<file path="src/rtl/sorted_key_value_table_core_assert.svh">
// assertion macros for the sorted key-value table core
// used by the datapath module; no other dependencies
`ifndef SORTED_KEY_VALUE_TABLE_CORE_ASSERT_SVH
`define SORTED_KEY_VALUE_TABLE_CORE_ASSERT_SVH

// same-cycle implication, disabled during reset
`define SKVT_ASSERT_SAME(label, clk, rstn, ante, cons, msg) \
    label: assert property (@(posedge clk) disable iff (!(rstn)) (ante) |-> (cons)) \
        else $error(msg);

// next-cycle implication, disabled during reset
`define SKVT_ASSERT_NEXT(label, clk, rstn, ante, cons, msg) \
    label: assert property (@(posedge clk) disable iff (!(rstn)) (ante) |=> (cons)) \
        else $error(msg);

`endif

</file>
<file path="src/rtl/skvt_pkg.sv">
// shared types and constants for the sorted key-value table core
// no dependencies; used by the controller, datapath and top level
package skvt_pkg;

    // default sizes
    localparam int CAPACITY_DEF   = 64;
    localparam int KEY_BITS_DEF   = 32;
    localparam int VALUE_BITS_DEF = 32;

    // fixed port widths
    localparam int OP_W         = 3;
    localparam int KEY_PORT_W   = 32;
    localparam int VALUE_PORT_W = 32;
    localparam int POS_W        = 6;
    localparam int STATUS_W     = 2;
    localparam int COUNT_PORT_W = 7;

    // operation codes
    localparam logic [OP_W-1:0] OP_INSERT   = 3'd0;
    localparam logic [OP_W-1:0] OP_UPDATE   = 3'd1;
    localparam logic [OP_W-1:0] OP_UPSERT   = 3'd2;
    localparam logic [OP_W-1:0] OP_ERASE    = 3'd3;
    localparam logic [OP_W-1:0] OP_LOOKUP   = 3'd4;
    localparam logic [OP_W-1:0] OP_READ_POS = 3'd5;

    // result status codes
    localparam logic [STATUS_W-1:0] ST_DONE    = 2'd0;
    localparam logic [STATUS_W-1:0] ST_REFUSED = 2'd1;
    localparam logic [STATUS_W-1:0] ST_FULL    = 2'd2;

    // write address select
    localparam logic [1:0] WA_DIDX    = 2'd0;
    localparam logic [1:0] WA_DIDX_M1 = 2'd1;
    localparam logic [1:0] WA_COUNT   = 2'd2;

    // write data select
    localparam logic [1:0] WD_NEW   = 2'd0;
    localparam logic [1:0] WD_CARRY = 2'd1;
    localparam logic [1:0] WD_READ  = 2'd2;

    // result source select
    localparam logic [1:0] RS_ECHO   = 2'd0;
    localparam logic [1:0] RS_LOOKUP = 2'd1;
    localparam logic [1:0] RS_ENTRY  = 2'd2;

    // commands from controller to datapath
    typedef struct packed {
        logic                load;
        logic                scan;
        logic                rd_pos;
        logic                wr_en;
        logic [1:0]          wr_addr_sel;
        logic [1:0]          wr_data_sel;
        logic                carry_ld;
        logic                cnt_inc;
        logic                cnt_dec;
        logic                res_ld;
        logic [STATUS_W-1:0] res_status;
        logic [1:0]          res_src;
        logic                out_ld;
    } cmd_t;

    // status from datapath to controller
    typedef struct packed {
        logic [OP_W-1:0] op;
        logic            dv;
        logic            lt;
        logic            eq;
        logic            last;
        logic            exhausted;
        logic            full;
        logic            pos_ok;
        logic            out_free;
    } sts_t;

endpackage

</file>
<file path="src/rtl/skvt_ctrl.sv">
// controller state machine for the sorted key-value table core
// depends on skvt_pkg for command and status types and codes
module skvt_ctrl (
    input  logic          aclk,
    input  logic          aresetn,
    input  logic          s_valid,
    output logic          s_ready,
    input  skvt_pkg::sts_t sts,
    output skvt_pkg::cmd_t cmd
);

    localparam logic [2:0] S_IDLE   = 3'd0;
    localparam logic [2:0] S_START  = 3'd1;
    localparam logic [2:0] S_SCAN   = 3'd2;
    localparam logic [2:0] S_INS_SH = 3'd3;
    localparam logic [2:0] S_ERA_SH = 3'd4;
    localparam logic [2:0] S_RDPOS  = 3'd5;
    localparam logic [2:0] S_DONE   = 3'd6;

    logic [2:0] state_reg;
    logic [2:0] state_next;

    // state register
    always_ff @(posedge aclk) begin
        if (!aresetn) begin
            state_reg <= S_IDLE;
        end else begin
            state_reg <= state_next;
        end
    end

    // next state and commands
    always_comb begin
        logic is_ins;
        logic hit;
        logic miss_here;
        logic miss_end;
        is_ins     = sts.op inside {skvt_pkg::OP_INSERT, skvt_pkg::OP_UPSERT};
        hit        = sts.dv && sts.eq;
        miss_here  = sts.dv && !sts.lt && !sts.eq;
        miss_end   = (sts.dv && sts.lt && sts.last) || (!sts.dv && sts.exhausted);
        cmd        = '0;
        s_ready    = 1'b0;
        state_next = state_reg;
        case (state_reg)
            S_IDLE: begin
                s_ready = 1'b1;
                if (s_valid) begin
                    cmd.load   = 1'b1;
                    state_next = S_START;
                end
            end
            S_START: begin
                case (sts.op)
                    skvt_pkg::OP_READ_POS: begin
                        if (sts.pos_ok) begin
                            cmd.rd_pos = 1'b1;
                            state_next = S_RDPOS;
                        end else begin
                            cmd.res_ld     = 1'b1;
                            cmd.res_status = skvt_pkg::ST_REFUSED;
                            cmd.res_src    = skvt_pkg::RS_ECHO;
                            state_next     = S_DONE;
                        end
                    end
                    skvt_pkg::OP_INSERT, skvt_pkg::OP_UPDATE, skvt_pkg::OP_UPSERT,
                    skvt_pkg::OP_ERASE, skvt_pkg::OP_LOOKUP: begin
                        state_next = S_SCAN;
                    end
                    default: begin
                        cmd.res_ld     = 1'b1;
                        cmd.res_status = skvt_pkg::ST_REFUSED;
                        cmd.res_src    = skvt_pkg::RS_ECHO;
                        state_next     = S_DONE;
                    end
                endcase
            end
            S_SCAN: begin
                // ascending scan, reads stream one entry per cycle
                cmd.scan    = 1'b1;
                cmd.res_src = skvt_pkg::RS_ECHO;
                if (hit) begin
                    cmd.res_ld     = 1'b1;
                    cmd.res_status = skvt_pkg::ST_DONE;
                    state_next     = S_DONE;
                    case (sts.op)
                        skvt_pkg::OP_INSERT: begin
                            cmd.res_status = skvt_pkg::ST_REFUSED;
                        end
                        skvt_pkg::OP_UPDATE, skvt_pkg::OP_UPSERT: begin
                            cmd.wr_en       = 1'b1;
                            cmd.wr_addr_sel = skvt_pkg::WA_DIDX;
                            cmd.wr_data_sel = skvt_pkg::WD_NEW;
                        end
                        skvt_pkg::OP_ERASE: begin
                            if (sts.last) begin
                                cmd.cnt_dec = 1'b1;
                            end else begin
                                state_next = S_ERA_SH;
                            end
                        end
                        skvt_pkg::OP_LOOKUP: begin
                            cmd.res_src = skvt_pkg::RS_LOOKUP;
                        end
                        default: begin
                            cmd.res_status = skvt_pkg::ST_REFUSED;
                        end
                    endcase
                end else if (miss_here || miss_end) begin
                    cmd.res_ld     = 1'b1;
                    cmd.res_status = skvt_pkg::ST_REFUSED;
                    state_next     = S_DONE;
                    if (is_ins) begin
                        if (sts.full) begin
                            cmd.res_status = skvt_pkg::ST_FULL;
                        end else if (miss_here) begin
                            // place the new pair and start rippling upward
                            cmd.res_status  = skvt_pkg::ST_DONE;
                            cmd.wr_en       = 1'b1;
                            cmd.wr_addr_sel = skvt_pkg::WA_DIDX;
                            cmd.wr_data_sel = skvt_pkg::WD_NEW;
                            cmd.carry_ld    = 1'b1;
                            state_next      = S_INS_SH;
                        end else begin
                            // append after the last entry
                            cmd.res_status  = skvt_pkg::ST_DONE;
                            cmd.wr_en       = 1'b1;
                            cmd.wr_addr_sel = skvt_pkg::WA_COUNT;
                            cmd.wr_data_sel = skvt_pkg::WD_NEW;
                            cmd.cnt_inc     = 1'b1;
                        end
                    end
                end
            end
            S_INS_SH: begin
                // write carried entry one slot up, take the next one
                cmd.scan        = 1'b1;
                cmd.wr_en       = 1'b1;
                cmd.wr_data_sel = skvt_pkg::WD_CARRY;
                if (sts.dv) begin
                    cmd.wr_addr_sel = skvt_pkg::WA_DIDX;
                    cmd.carry_ld    = 1'b1;
                end else begin
                    cmd.wr_addr_sel = skvt_pkg::WA_COUNT;
                    cmd.cnt_inc     = 1'b1;
                    state_next      = S_DONE;
                end
            end
            S_ERA_SH: begin
                // move each later entry one slot down
                cmd.scan = 1'b1;
                if (sts.dv) begin
                    cmd.wr_en       = 1'b1;
                    cmd.wr_addr_sel = skvt_pkg::WA_DIDX_M1;
                    cmd.wr_data_sel = skvt_pkg::WD_READ;
                end else begin
                    cmd.cnt_dec = 1'b1;
                    state_next  = S_DONE;
                end
            end
            S_RDPOS: begin
                cmd.res_ld     = 1'b1;
                cmd.res_status = skvt_pkg::ST_DONE;
                cmd.res_src    = skvt_pkg::RS_ENTRY;
                state_next     = S_DONE;
            end
            S_DONE: begin
                if (sts.out_free) begin
                    cmd.out_ld = 1'b1;
                    state_next = S_IDLE;
                end
            end
            default: begin
                state_next = S_IDLE;
            end
        endcase
    end

endmodule

</file>
<file path="config.mk">
export PLATFORM = sky130hd
export DESIGN_NAME = skvt_ctrl
export DESIGN_NICKNAME = d
export VERILOG_FILES = /design/src/rtl/sorted_key_value_table_core_assert.svh /design/src/rtl/skvt_pkg.sv /design/src/rtl/skvt_ctrl.sv
export SDC_FILE = /design/constraint.sdc
export NUM_CORES = 1
export LEC_CHECK = 0
export ABC_CLOCK_PERIOD_IN_PS = 1700
export BUFFER_PORTS_ARGS = -buffer_cell sky130_fd_sc_hd__buf_2
export CAP_MARGIN = 20
export CORE_MARGIN = 2
export CORE_UTILIZATION = 41
export CTS_CLUSTER_SIZE = 25
export DETAILED_ROUTE_END_ITERATION = 10
export PLACE_DENSITY_LB_ADDON = 0.08
export SETUP_SLACK_MARGIN = 0.15
export SYNTH_ARGS = -nofsm -noshare
export SYNTH_HDL_FRONTEND = slang
export SYNTH_SLANG_ARGS = --single-unit
</file>
<file path="constraint.sdc">
create_clock -name aclk -period 1.7 [get_ports aclk]
set_input_delay 0.085 -clock aclk [delete_from_list [all_inputs] [get_ports aclk]]
set_output_delay 0.085 -clock aclk [all_outputs]
set_load 0.01 [all_outputs]
</file>
== Yosys cells after proc, flatten, opt, wreduce, memory -nomap -nowiden ==
Index checks and enable logic that the tools add are counted.
Storage, ports and cells
  input port bits: 14
  register bits after elaboration: 3
  word-level logic and storage cells: 87
  output and inout port bits: 18
Cells by class
  reduce and logical (&&, ||, !) cells: 20
  equality and inequality tests: 15
  multiplexer cells: 51
Operators by type and width (count)
  $mux W3: 11
  $pmux W5 S3: 2
  $mux W7: 3
  $mux W5: 4
  $mux W1: 18
  $pmux W3 S6: 1
  $eq A3 B3 Y1 const B: 5
  $mux W2: 7
  $eq A3 B2 Y1 const B: 4
  $pmux W5 S2: 1
  $eq A3 B1 Y1 const B: 2
  $logic_and A1 B1 Y1: 6
  $logic_not A3 Y1: 2
  $ne A2 B2 Y1 const B: 3
  $pmux W3 S2: 1
  $reduce_or A5 Y1: 1
  $mux W4: 1
  $pmux W2 S2: 1
  $reduce_and A4 Y1: 1
  $reduce_or A2 Y1: 2
  $reduce_or A4 Y1: 1
  $logic_not A1 Y1: 3
  $ne A3 B3 Y1 const B: 1
  $reduce_or A3 Y1: 1
  other kinds (3): 4

== Longest topological paths before layout ==
Gate-level depths: netlist (run 1).
  depth in word-level cells: 9
  mapped depth: 5
  gate-level depth less buffers: 4

== Worst setup path before layout (run 1) ==
No wires, ideal clock.
  kind: register -> output
  start: register state_reg[1]
  end: output cmd[3] (netlist bit)
  arrival: 1277 ps
  slack: 338 ps
  cell stages (with the launch flop): 5
  data required time: 1615 ps
  path through: dfxtp_1 buf_6 nor2b_4 nand2b_2 o41ai_1
RTL lines
  start: declaration: line skvt_ctrl.sv:20  | logic [2:0] state_reg;
  start signal: assignment: line skvt_ctrl.sv:28  | state_reg <= state_next;
  end: declaration: line skvt_ctrl.sv:9  | output skvt_pkg::cmd_t cmd

==> flow_summary.toml, run 1 <==
[pwr]
ir_worst_vdd_mv = 0.625
p_leak_uw = 0.000413
power.density_nw_per_um2 = 1220

[routing]
met1_length_um = 868
wl_per_cell_um = 12.9
vias = 746
met3_wirelength_um = 72
drt_iter0_markers = 23
topRoutingLayerUsed = "met3"
drc = 0
postRouteAntennaNets = 0
wl_um = 1760
vias_per_cell = 5.49
wl_met2_um = 820
dr.pass1.iters = 4

[hold_path]
min_path_type = "input port to flop"

[synth]
synth_cells = 84
postSynthAreaPerCell_um2 = 7.49
yosys_most_used_dff = "dfxtp_1"
synthArstFlopShare = 0
synth_seq_cells = 3
yosysTopAreaCell = "dfxtp_1"
synth-edff-count = 0
synth_cell_type_count = 40
synthTopCellsByArea = "dfxtp_1 9.5%, nor2_1 6.6%, nor3_1 5.6%"
yosysSeqAreaShare = 0.0954
syn-num-nets = 98
yosysWarnings = 0
syn_area_um2 = 629
synth_top_area_share = 0.0954

[sta]
finClkSkew_ns = 0.00606
period_needed_ns = 1.49
drv_slew = 0
clock.fmax_ghz = 0.673
tightest_slew_ns = 0.401
setup_viol = 0
period_share = 0.874
maxSlewHeadroom = 0.729
setup_ws_ns = 0.215
final.setup.tns_ns = 0
rsz0062_at_grt = "true"
hold_viol = 0

[global_routing]
grt_max_degree = 15
grt_pass1_wl_um = 2700
antenna_found_initial = 0
grt_pass1_vias = 635
track_usage = 0.188
grt_overflow = 0

[setup_path]
worstPathRequired_ns = 1.62
slowest_stage = "dfxtp_4"
crit_chain = "nor2b_4 -> nand2b_2 -> o41ai_1 -> buf_2"
critPathMaxFanout = 8
max_stage_delay_ns = 0.39
cp-start-kind = "flop"
arrival_ns = 1.40
worstSetupEndpointType = "output pin"
crit_type = "flop to output pin"

[floorplan]
die_h_um = 43.2
core-area_um2 = 1470
fp-row-count = 14
pin_count = 32
die_w_um = 43.2
initial_core_util = 0.428
dieArea_um2 = 1860

[cts]
tritoncts = "yes"
htreeDepth = 1
clk_pin_slew_worst_paths_ns = 0.03
clockBufferDepth = 2
cts-root-buf = "clkbuf_4"
insertion_delay_ns = 0.24
numCtsBuffers = 3
clock_sinks = 3

[layout]
nets = 135
areaGrowthSynthToFinish_pct = 39.0
antenna_cells = 0
design_area_um2 = 875
largest_reg_flops = 3
final_util = 0.594
drive_above_1_share = 0.483

[place]
hpwl_um = 1370
place_area_um2 = 753
gp_congestion = 0.815
place_ws_ns = 0.123
port_buffers = 31

[outcome]
status = "finished clean"

[run]
maxCapViolCount = 0
==> critical path, delay by kind of cell (launching register included) <==
kind,cells,cell delay (ns)
AO/OA/AOI/OAI,1,0.33
AND/OR/NAND/NOR,2,0.28
buffers and inverters,1,0.18
flip-flops,1,0.39
==> final timing paths <==
path              slack, ns  cells past startpoint                 startpoint                   endpoint
setup / recovery       0.21                      4  state_reg[1]$_SDFFE_PN0P_                    cmd[13]
hold / removal         0.13                      3                    aresetn  state_reg[1]$_SDFFE_PN0P_
setup reg to reg       0.24                      5  state_reg[1]$_SDFFE_PN0P_  state_reg[1]$_SDFFE_PN0P_
hold reg to reg        0.66                      2  state_reg[0]$_SDFFE_PN0P_  state_reg[1]$_SDFFE_PN0P_
==> logic make-up (layout without fill, tap and decap cells) <==
| family | after synthesis | after routing | synth area share |
|---|---|---|---|
| flops | 3 | 3 | 0.0954 |
| buf+inv | 12 | 48 | 0.117 |
| simple gates | 45 | 45 | 0.447 |
| compound gates | 24 | 24 | 0.340 |
==> per-layer routing <==
layer	vias up	GRT usage
met5	-	0
met4	0	0
met3	0	0.0511
met2	19	0.290
met1	348	0.278
li1	379	-
==> synthesized netlist by cell type (all sizes together), types with 3 or more instances <==
library cell and instances:
dfxtp 3, a21oi 3, o41ai 3, nand2b 4, nor3 7, buf 6
o21a 3, nor2b 6, o21ai 4, and2 3, nor2 11, inv 6
==> cell type report <==
class	count	area (µm²)
fillers	153	597
multi-input cells	69	527
repair buffers	38	208
flip-flops and latches	3	71.3
clock buffers	4	26.3
inverters	6	22.5
well taps	16	20.0
==> per-stage QoR <==
stage               total power (µW)  hold WS, ns  std cells
floorplan                        636        0.232         84
CTS                              935        0.127        130
global route                    1150        0.126        136
global placement                 770        0.378        125
finish                          1070        0.129        136
detailed placement               781        0.373        125
==> what timing repair did <==
item / 4_1_cts / 5_1_grt
hold buffers: 0 / 0
gates resized for setup: 4 / 8
setup buffers: 1 / 6
pin swaps: 0 / 5
setup endpoints to repair: 9 / 7
==> cells in the final DEF (no fill, tap or decap), types with 2 or more instances in the layout <==
cell type	n
a21oi_1	3
a22oi_1	2
and2_1	2
and4_1	2
buf_2	31
buf_4	7
clkbuf_4	3
dfxtp_4	3
inv_1	6
nand2b_1	2
nor2_1	10
nor2b_1	5
nor3_1	6
o211ai_1	2
o21a_1	3
o21ai_0	4
o41ai_1	2
==> power by group <==
part	internal, µW	switching [µW]	total (µW)
Clock	88.1	39.3	127
Combinational	372	372	744
Sequential	118	76.2	194
Note: power is estimated with default switching activity, not from simulation.
==> run 2, diff against run 1 <==
--- a/config.mk
+++ b/config.mk
@@ -5,6 +5,7 @@
 export SDC_FILE = /design/constraint.sdc
 export NUM_CORES = 1
 export LEC_CHECK = 0
+export ABC_AREA = 1
 export ABC_CLOCK_PERIOD_IN_PS = 1700
 export BUFFER_PORTS_ARGS = -buffer_cell sky130_fd_sc_hd__buf_2
 export CAP_MARGIN = 20
==> run 2 against run 1 <==
Compared with the run above: clock-buffer cell count did not move; clock power fell by 4%; worst hold slack got worse by 0.044 ns; via count rose by 9.7%; maximum frequency fell by 1.2%; wire length fell by 5.7%; critical path type unchanged.
==> flow_summary.toml, run 2 <==
[global_routing]
antenna_found_initial = 0
use_met1 = 0.253
grt_overflow = 0
use_met3 = 0.0517
grt_pass1_wl_um = 2680
track_usage = 0.185
met2_usage = 0.288
grt_max_degree = 11
busiest_layer = "met2"
grt_pass1_vias = 659

[routing]
wl_per_cell_um = 10.3
vias_per_cell = 5.05
drt_iter0_markers = 19
wl_um = 1660
drc = 0
vias = 818
postRouteAntennaNets = 0
dr.pass1.iters = 4

[hold_path]
min_path_type = "input port to flop"

[cts]
tritoncts = "yes"
clk_pin_slew_worst_paths_ns = 0.03
cts-root-buf = "clkbuf_4"
insertion_delay_ns = 0.23
clockBufferDepth = 2
clock_sinks = 3
htreeDepth = 1
numCtsBuffers = 3
holdBufCountCts = 0

[synth]
yosys.area_share.simple = 0.647
synth_cell_type_count = 21
synth_seq_cells = 3
syn-num-nets = 122
synth-edff-count = 0
synthTopCellsByCount = "28 x nand2_1, 17 x inv_1, 15 x nor2_1"
yosysWarnings = 0
synth_cells = 108
yosysTopAreaCell = "nand2_1"
synth_top_family_by_area = "simple AND/OR/NAND/NOR gates"
yosysSeqAreaShare = 0.101
synthMuxAreaShare = 0
synthXorXnorAreaFrac = 0
yosysMostFrequentCell = "nand2_1"
synth_compound_area_frac = 0.0945
postSynthAreaPerCell_um2 = 5.51
syn_area_um2 = 596
synthAdderAreaFrac = 0
synthTopCellsByArea = "nand2_1 18%, inv_1 11%, dfxtp_1 10%"
yosys_most_used_dff = "dfxtp_1"
synthArstFlopShare = 0
synth_top_area_share = 0.176

[setup_path]
crit_type = "flop to output pin"
worstPathRequired_ns = 1.62
cp-start-kind = "flop"
arrival_ns = 1.42
critPathMaxFanout = 6
worstSetupEndpointType = "output pin"

[layout]
areaGrowthSynthToFinish_pct = 41.4
largest_reg_flops = 3
layout_commonest_cell = "buf_2"
drive_above_1_share = 0.401
final_cell_mix = "31 x buf_2, 27 x nand2_1, 17 x inv_1"
nets = 162
finalNonFillerCells = 162
antenna_cells = 0

[floorplan]
initial_core_util = 0.447
fp-row-count = 13
core-area_um2 = 1330
die_w_um = 42.1
dieArea_um2 = 1770
pin_count = 32
die_h_um = 42.1

[pwr]
p_leak_uw = 0.000510
ir_worst_vdd_mv = 0.841
power.density_nw_per_um2 = 1250

[place]
hpwl_um = 1280
place.detailed.instances = 152
port_buffers = 31
gp_congestion = 0.863

[sta]
final.setup.tns_ns = 0
drv_slew = 0
hold_viol = 0
finClkSkew_ns = 0.00262
period_needed_ns = 1.50
rsz0062_at_grt = "false"
clock.fmax_ghz = 0.665
maxSlewHeadroom = 0.813
tightest_slew_ns = 0.280
period_share = 0.884
setup_viol = 0

[outcome]
status = "finished clean"

[run]
maxCapViolCount = 0
[run 2: worst max-delay path, stage by stage, from the launching register on]
cell,delay [ns]
dfxtp_1,0.47
inv_2,0.11
buf_4,0.15
nor2_1,0.19
nand3b_1,0.14
buf_2,0.13
[run 2: area by class of cell]
| type | instances | area (µm²) |
|---|---|---|
| clock buffers | 4 | 26.3 |
| fillers | 142 | 492 |
| inverters | 19 | 71.3 |
| multi-input cells | 84 | 458 |
| flip-flops and latches | 3 | 67.6 |
| well taps | 15 | 18.8 |
| repair buffers | 37 | 200 |
[run 2: path summary, 6_finish.rpt]
kind                             start                         to  slack [ns]  depth (start not counted)
min                            aresetn  state_reg[1]$_SDFFE_PN0P_        0.08                          3
min reg2reg  state_reg[1]$_SDFFE_PN0P_  state_reg[1]$_SDFFE_PN0P_        0.61                          4
max          state_reg[2]$_SDFFE_PN0P_                     cmd[5]        0.20                          5
max reg2reg  state_reg[2]$_SDFFE_PN0P_  state_reg[2]$_SDFFE_PN0P_        0.26                          8
[run 2: layer usage]
layer	part of all wire	wire length, µm	vias to the layer above
met5	0	0	-
met4	0	0	0
met3	0.051	85	0
met2	0.46	772	29
met1	0.48	804	363
li1	-	-	426
[run 2: cell families after synthesis]
kind of cell | after synthesis
AOI/OAI and AO/OA | 10
buffers and inverters | 22
DFF | 3
and+or+nand+nor | 73
[run 2: power by group]
group	internal [µW]	total, µW	switching (µW)
sequential	111	167	55.2
clock	87.7	122	33.8
combinational	325	763	438
total	524	1050	527
[run 2: per-stage QoR]
stage / instance area [µm²] / utilization / setup WS, ns / total power, µW / hold WS, ns
after floorplan: 596 / - / 0.539 / 641 / 0.205
after global placement: 754 / 0.566 / 0.388 / 810 / 0.326
after detailed placement: 754 / 0.566 / 0.345 / 813 / 0.334
after CTS: 785 / 0.588 / 0.170 / 947 / 0.0921
after global routing: 842 / 0.631 / 0.120 / 1150 / 0.0872
final: 842 / 0.631 / 0.197 / 1050 / 0.0843
[run 2: repair_timing]
item / in CTS / in global routing
endpoints found under the setup margin: 2 / 7
buffers inserted: 0 / 5
pin swaps: 0 / 2
gates resized for setup: 2 / 6
gates cloned: 0 / 1
==> run 3, diff against run 2 <==
--- a/config.mk
+++ b/config.mk
@@ -9,8 +9,10 @@
 export ABC_CLOCK_PERIOD_IN_PS = 1700
 export BUFFER_PORTS_ARGS = -buffer_cell sky130_fd_sc_hd__buf_2
 export CAP_MARGIN = 20
+export CELL_PAD_IN_SITES_DETAIL_PLACEMENT = 2
+export CELL_PAD_IN_SITES_GLOBAL_PLACEMENT = 2
 export CORE_MARGIN = 2
-export CORE_UTILIZATION = 41
+export CORE_UTILIZATION = 20
 export CTS_CLUSTER_SIZE = 25
 export DETAILED_ROUTE_END_ITERATION = 10
 export PLACE_DENSITY_LB_ADDON = 0.08
==> run 3 against run 2 <==
Compared with the run above: global-route usage decreased by 5.0 points; setup slack improved by 0.034 ns; total power decreased by 1.3%; sequential share of layout area increased by 0.20 points; utilization decreased by 33 points; wire length increased by 36%; final area decreased by 0.59%; sequential cell count unchanged; maximum frequency increased by 2.3%; worst hold slack got worse by 0.0067 ns; combinational power decreased by 5.2%; critical path depth increased by 2; critical path type unchanged; critical endpoint is now cmd[3].
==> flow_summary.toml, run 3 (synthesis results as in run 2) <==
[place]
place.detailed.instances = 167
place_area_um2 = 767
gp_congestion = 0.753
hpwl_um = 1930
place_ws_ns = 0.171
port_buffers = 31

[layout]
largest_reg_flops = 3
antenna_cells = 0
areaGrowthSynthToFinish_pct = 40.5
drive_above_1_share = 0.396
finalNonFillerCells = 175
layout_commonest_cell = "buf_2"
design_area_um2 = 837
fillCellCount = 361
nets = 159
final_cell_mix = "31 x buf_2, 27 x nand2_1, 17 x inv_1"

[pwr]
ir_worst_vdd_mv = 0.614
power.density_nw_per_um2 = 1240
switching_share = 0.520
clkPwrFrac = 0.120
p_seq_frac = 0.184
p_comb_frac = 0.696
p_leak_uw = 0.000498
switchingPower_uw = 540
intPower_uw = 498

[cts]
clk_pin_slew_worst_paths_ns = 0.04
holdBufCountCts = 0
clock_sinks = 3
htreeDepth = 1
tritoncts = "yes"
insertion_delay_ns = 0.23
cts-root-buf = "clkbuf_4"
clockBufferDepth = 2
numCtsBuffers = 3

[sta]
tightest_slew_ns = 0.254
setup_viol = 0
rsz0062_at_grt = "true"
clock.fmax_ghz = 0.681
final.setup.tns_ns = 0
hold_slack_ns = 0.0775
drv_slew = 0
setup_ws_ns = 0.231
period_needed_ns = 1.47
hold_viol = 0
maxSlewHeadroom = 0.830
period_share = 0.864
finClkSkew_ns = 0.0000933

[global_routing]
antenna_found_initial = 0
grt_pass1_vias = 791
grt_overflow = 0
track_usage = 0.135
grt_pass1_wl_um = 3640
grt_max_degree = 11

[setup_path]
critPathMaxFanout = 6
crit_type = "flop to output pin"
startpoint = "state_reg[1]$_SDFFE_PN0P_"
arrival_ns = 1.38
worstPathRequired_ns = 1.62
worstSetupEndpointType = "output pin"
ff2ff_path_depth = 8
cp-start-kind = "flop"
r2r-start = "state_reg[2]$_SDFFE_PN0P_"

[routing]
drt_iter0_markers = 11
wl_um = 2260
dr.pass1.iters = 4
drc = 0
wl_per_cell_um = 12.9
vias = 810
vias_per_cell = 4.63
postRouteAntennaNets = 0

[floorplan]
die_h_um = 58.6
core-area_um2 = 2780
dieArea_um2 = 3430
pin_count = 32
die_w_um = 58.6
fp-row-count = 19
initial_core_util = 0.214

[hold_path]
holdPathStages = 3
min_from = "aresetn"
min_path_type = "input port to flop"

[run]
maxCapViolCount = 0

[outcome]
status = "finished clean"
==> run 3: changes by cell type in the layout (fill, tap and decap cells not counted), sizes merged <==
| cell | previous run | this run |
|---|---|---|
| buf | 37 | 35 |
| nor2 | 19 | 18 |
==> run 3: critical path, cell delays in order, from the launching register on <==
cell and delay [ns]:
dfxtp_4 0.36, inv_2 0.09, nand2_2 0.06, nor2_2 0.13, o21ai_1 0.09, nand3b_1 0.18
o21ai_0 0.09, buf_2 0.16
==> run 3: final timing paths <==
check | to | slack, ns
max | cmd[3] | 0.23
min | state_reg[1]$_SDFFE_PN0P_ | 0.08
max reg2reg | state_reg[2]$_SDFFE_PN0P_ | 0.31
min reg2reg | state_reg[2]$_SDFFE_PN0P_ | 0.59
==> run 3: metrics by stage <==
stage	utilization	power [µW]
2_1_floorplan	-	641
3_3_place_gp	0.276	825
3_5_place_dp	0.276	847
4_1_cts	0.293	1010
5_1_grt	0.301	1150
6_report	0.301	1040
==> run 3: routing by layer <==
layer,global-route usage,share of wire
met1,0.182,0.48
met2,0.230,0.46
met3,0.0264,0.054
met4,0.0195,0
met5,0,0
==> run 3: cell type report <==
type	instances	area, µm²	area share
Clock buffer	4	26.3	0.0314
Inverter	19	71.3	0.0852
Multi-Input combinational cell	83	447	0.534
Sequential cell	3	68.8	0.0822
Tap cell	31	38.8	0.0463
Timing Repair Buffer	35	185	0.221
==> run 3: repair_timing <==
action                     in CTS  in global routing
gates resized for setup         4                  4
setup endpoints to repair       2                 10
setup buffers                   2                  2
pin swaps                       0                  2
==> run 3: power groups by stage <==
| stage | clock network (µW) | logic (µW) | registers [µW] |
|---|---|---|---|
| after CTS | 131 | 701 | 183 |
| final | 124 | 723 | 191 |
| after detailed placement | 0 | 674 | 174 |
| after floorplan | 0 | 512 | 129 |
| after global routing | 136 | 813 | 199 |
| after global placement | 0 | 655 | 170 |
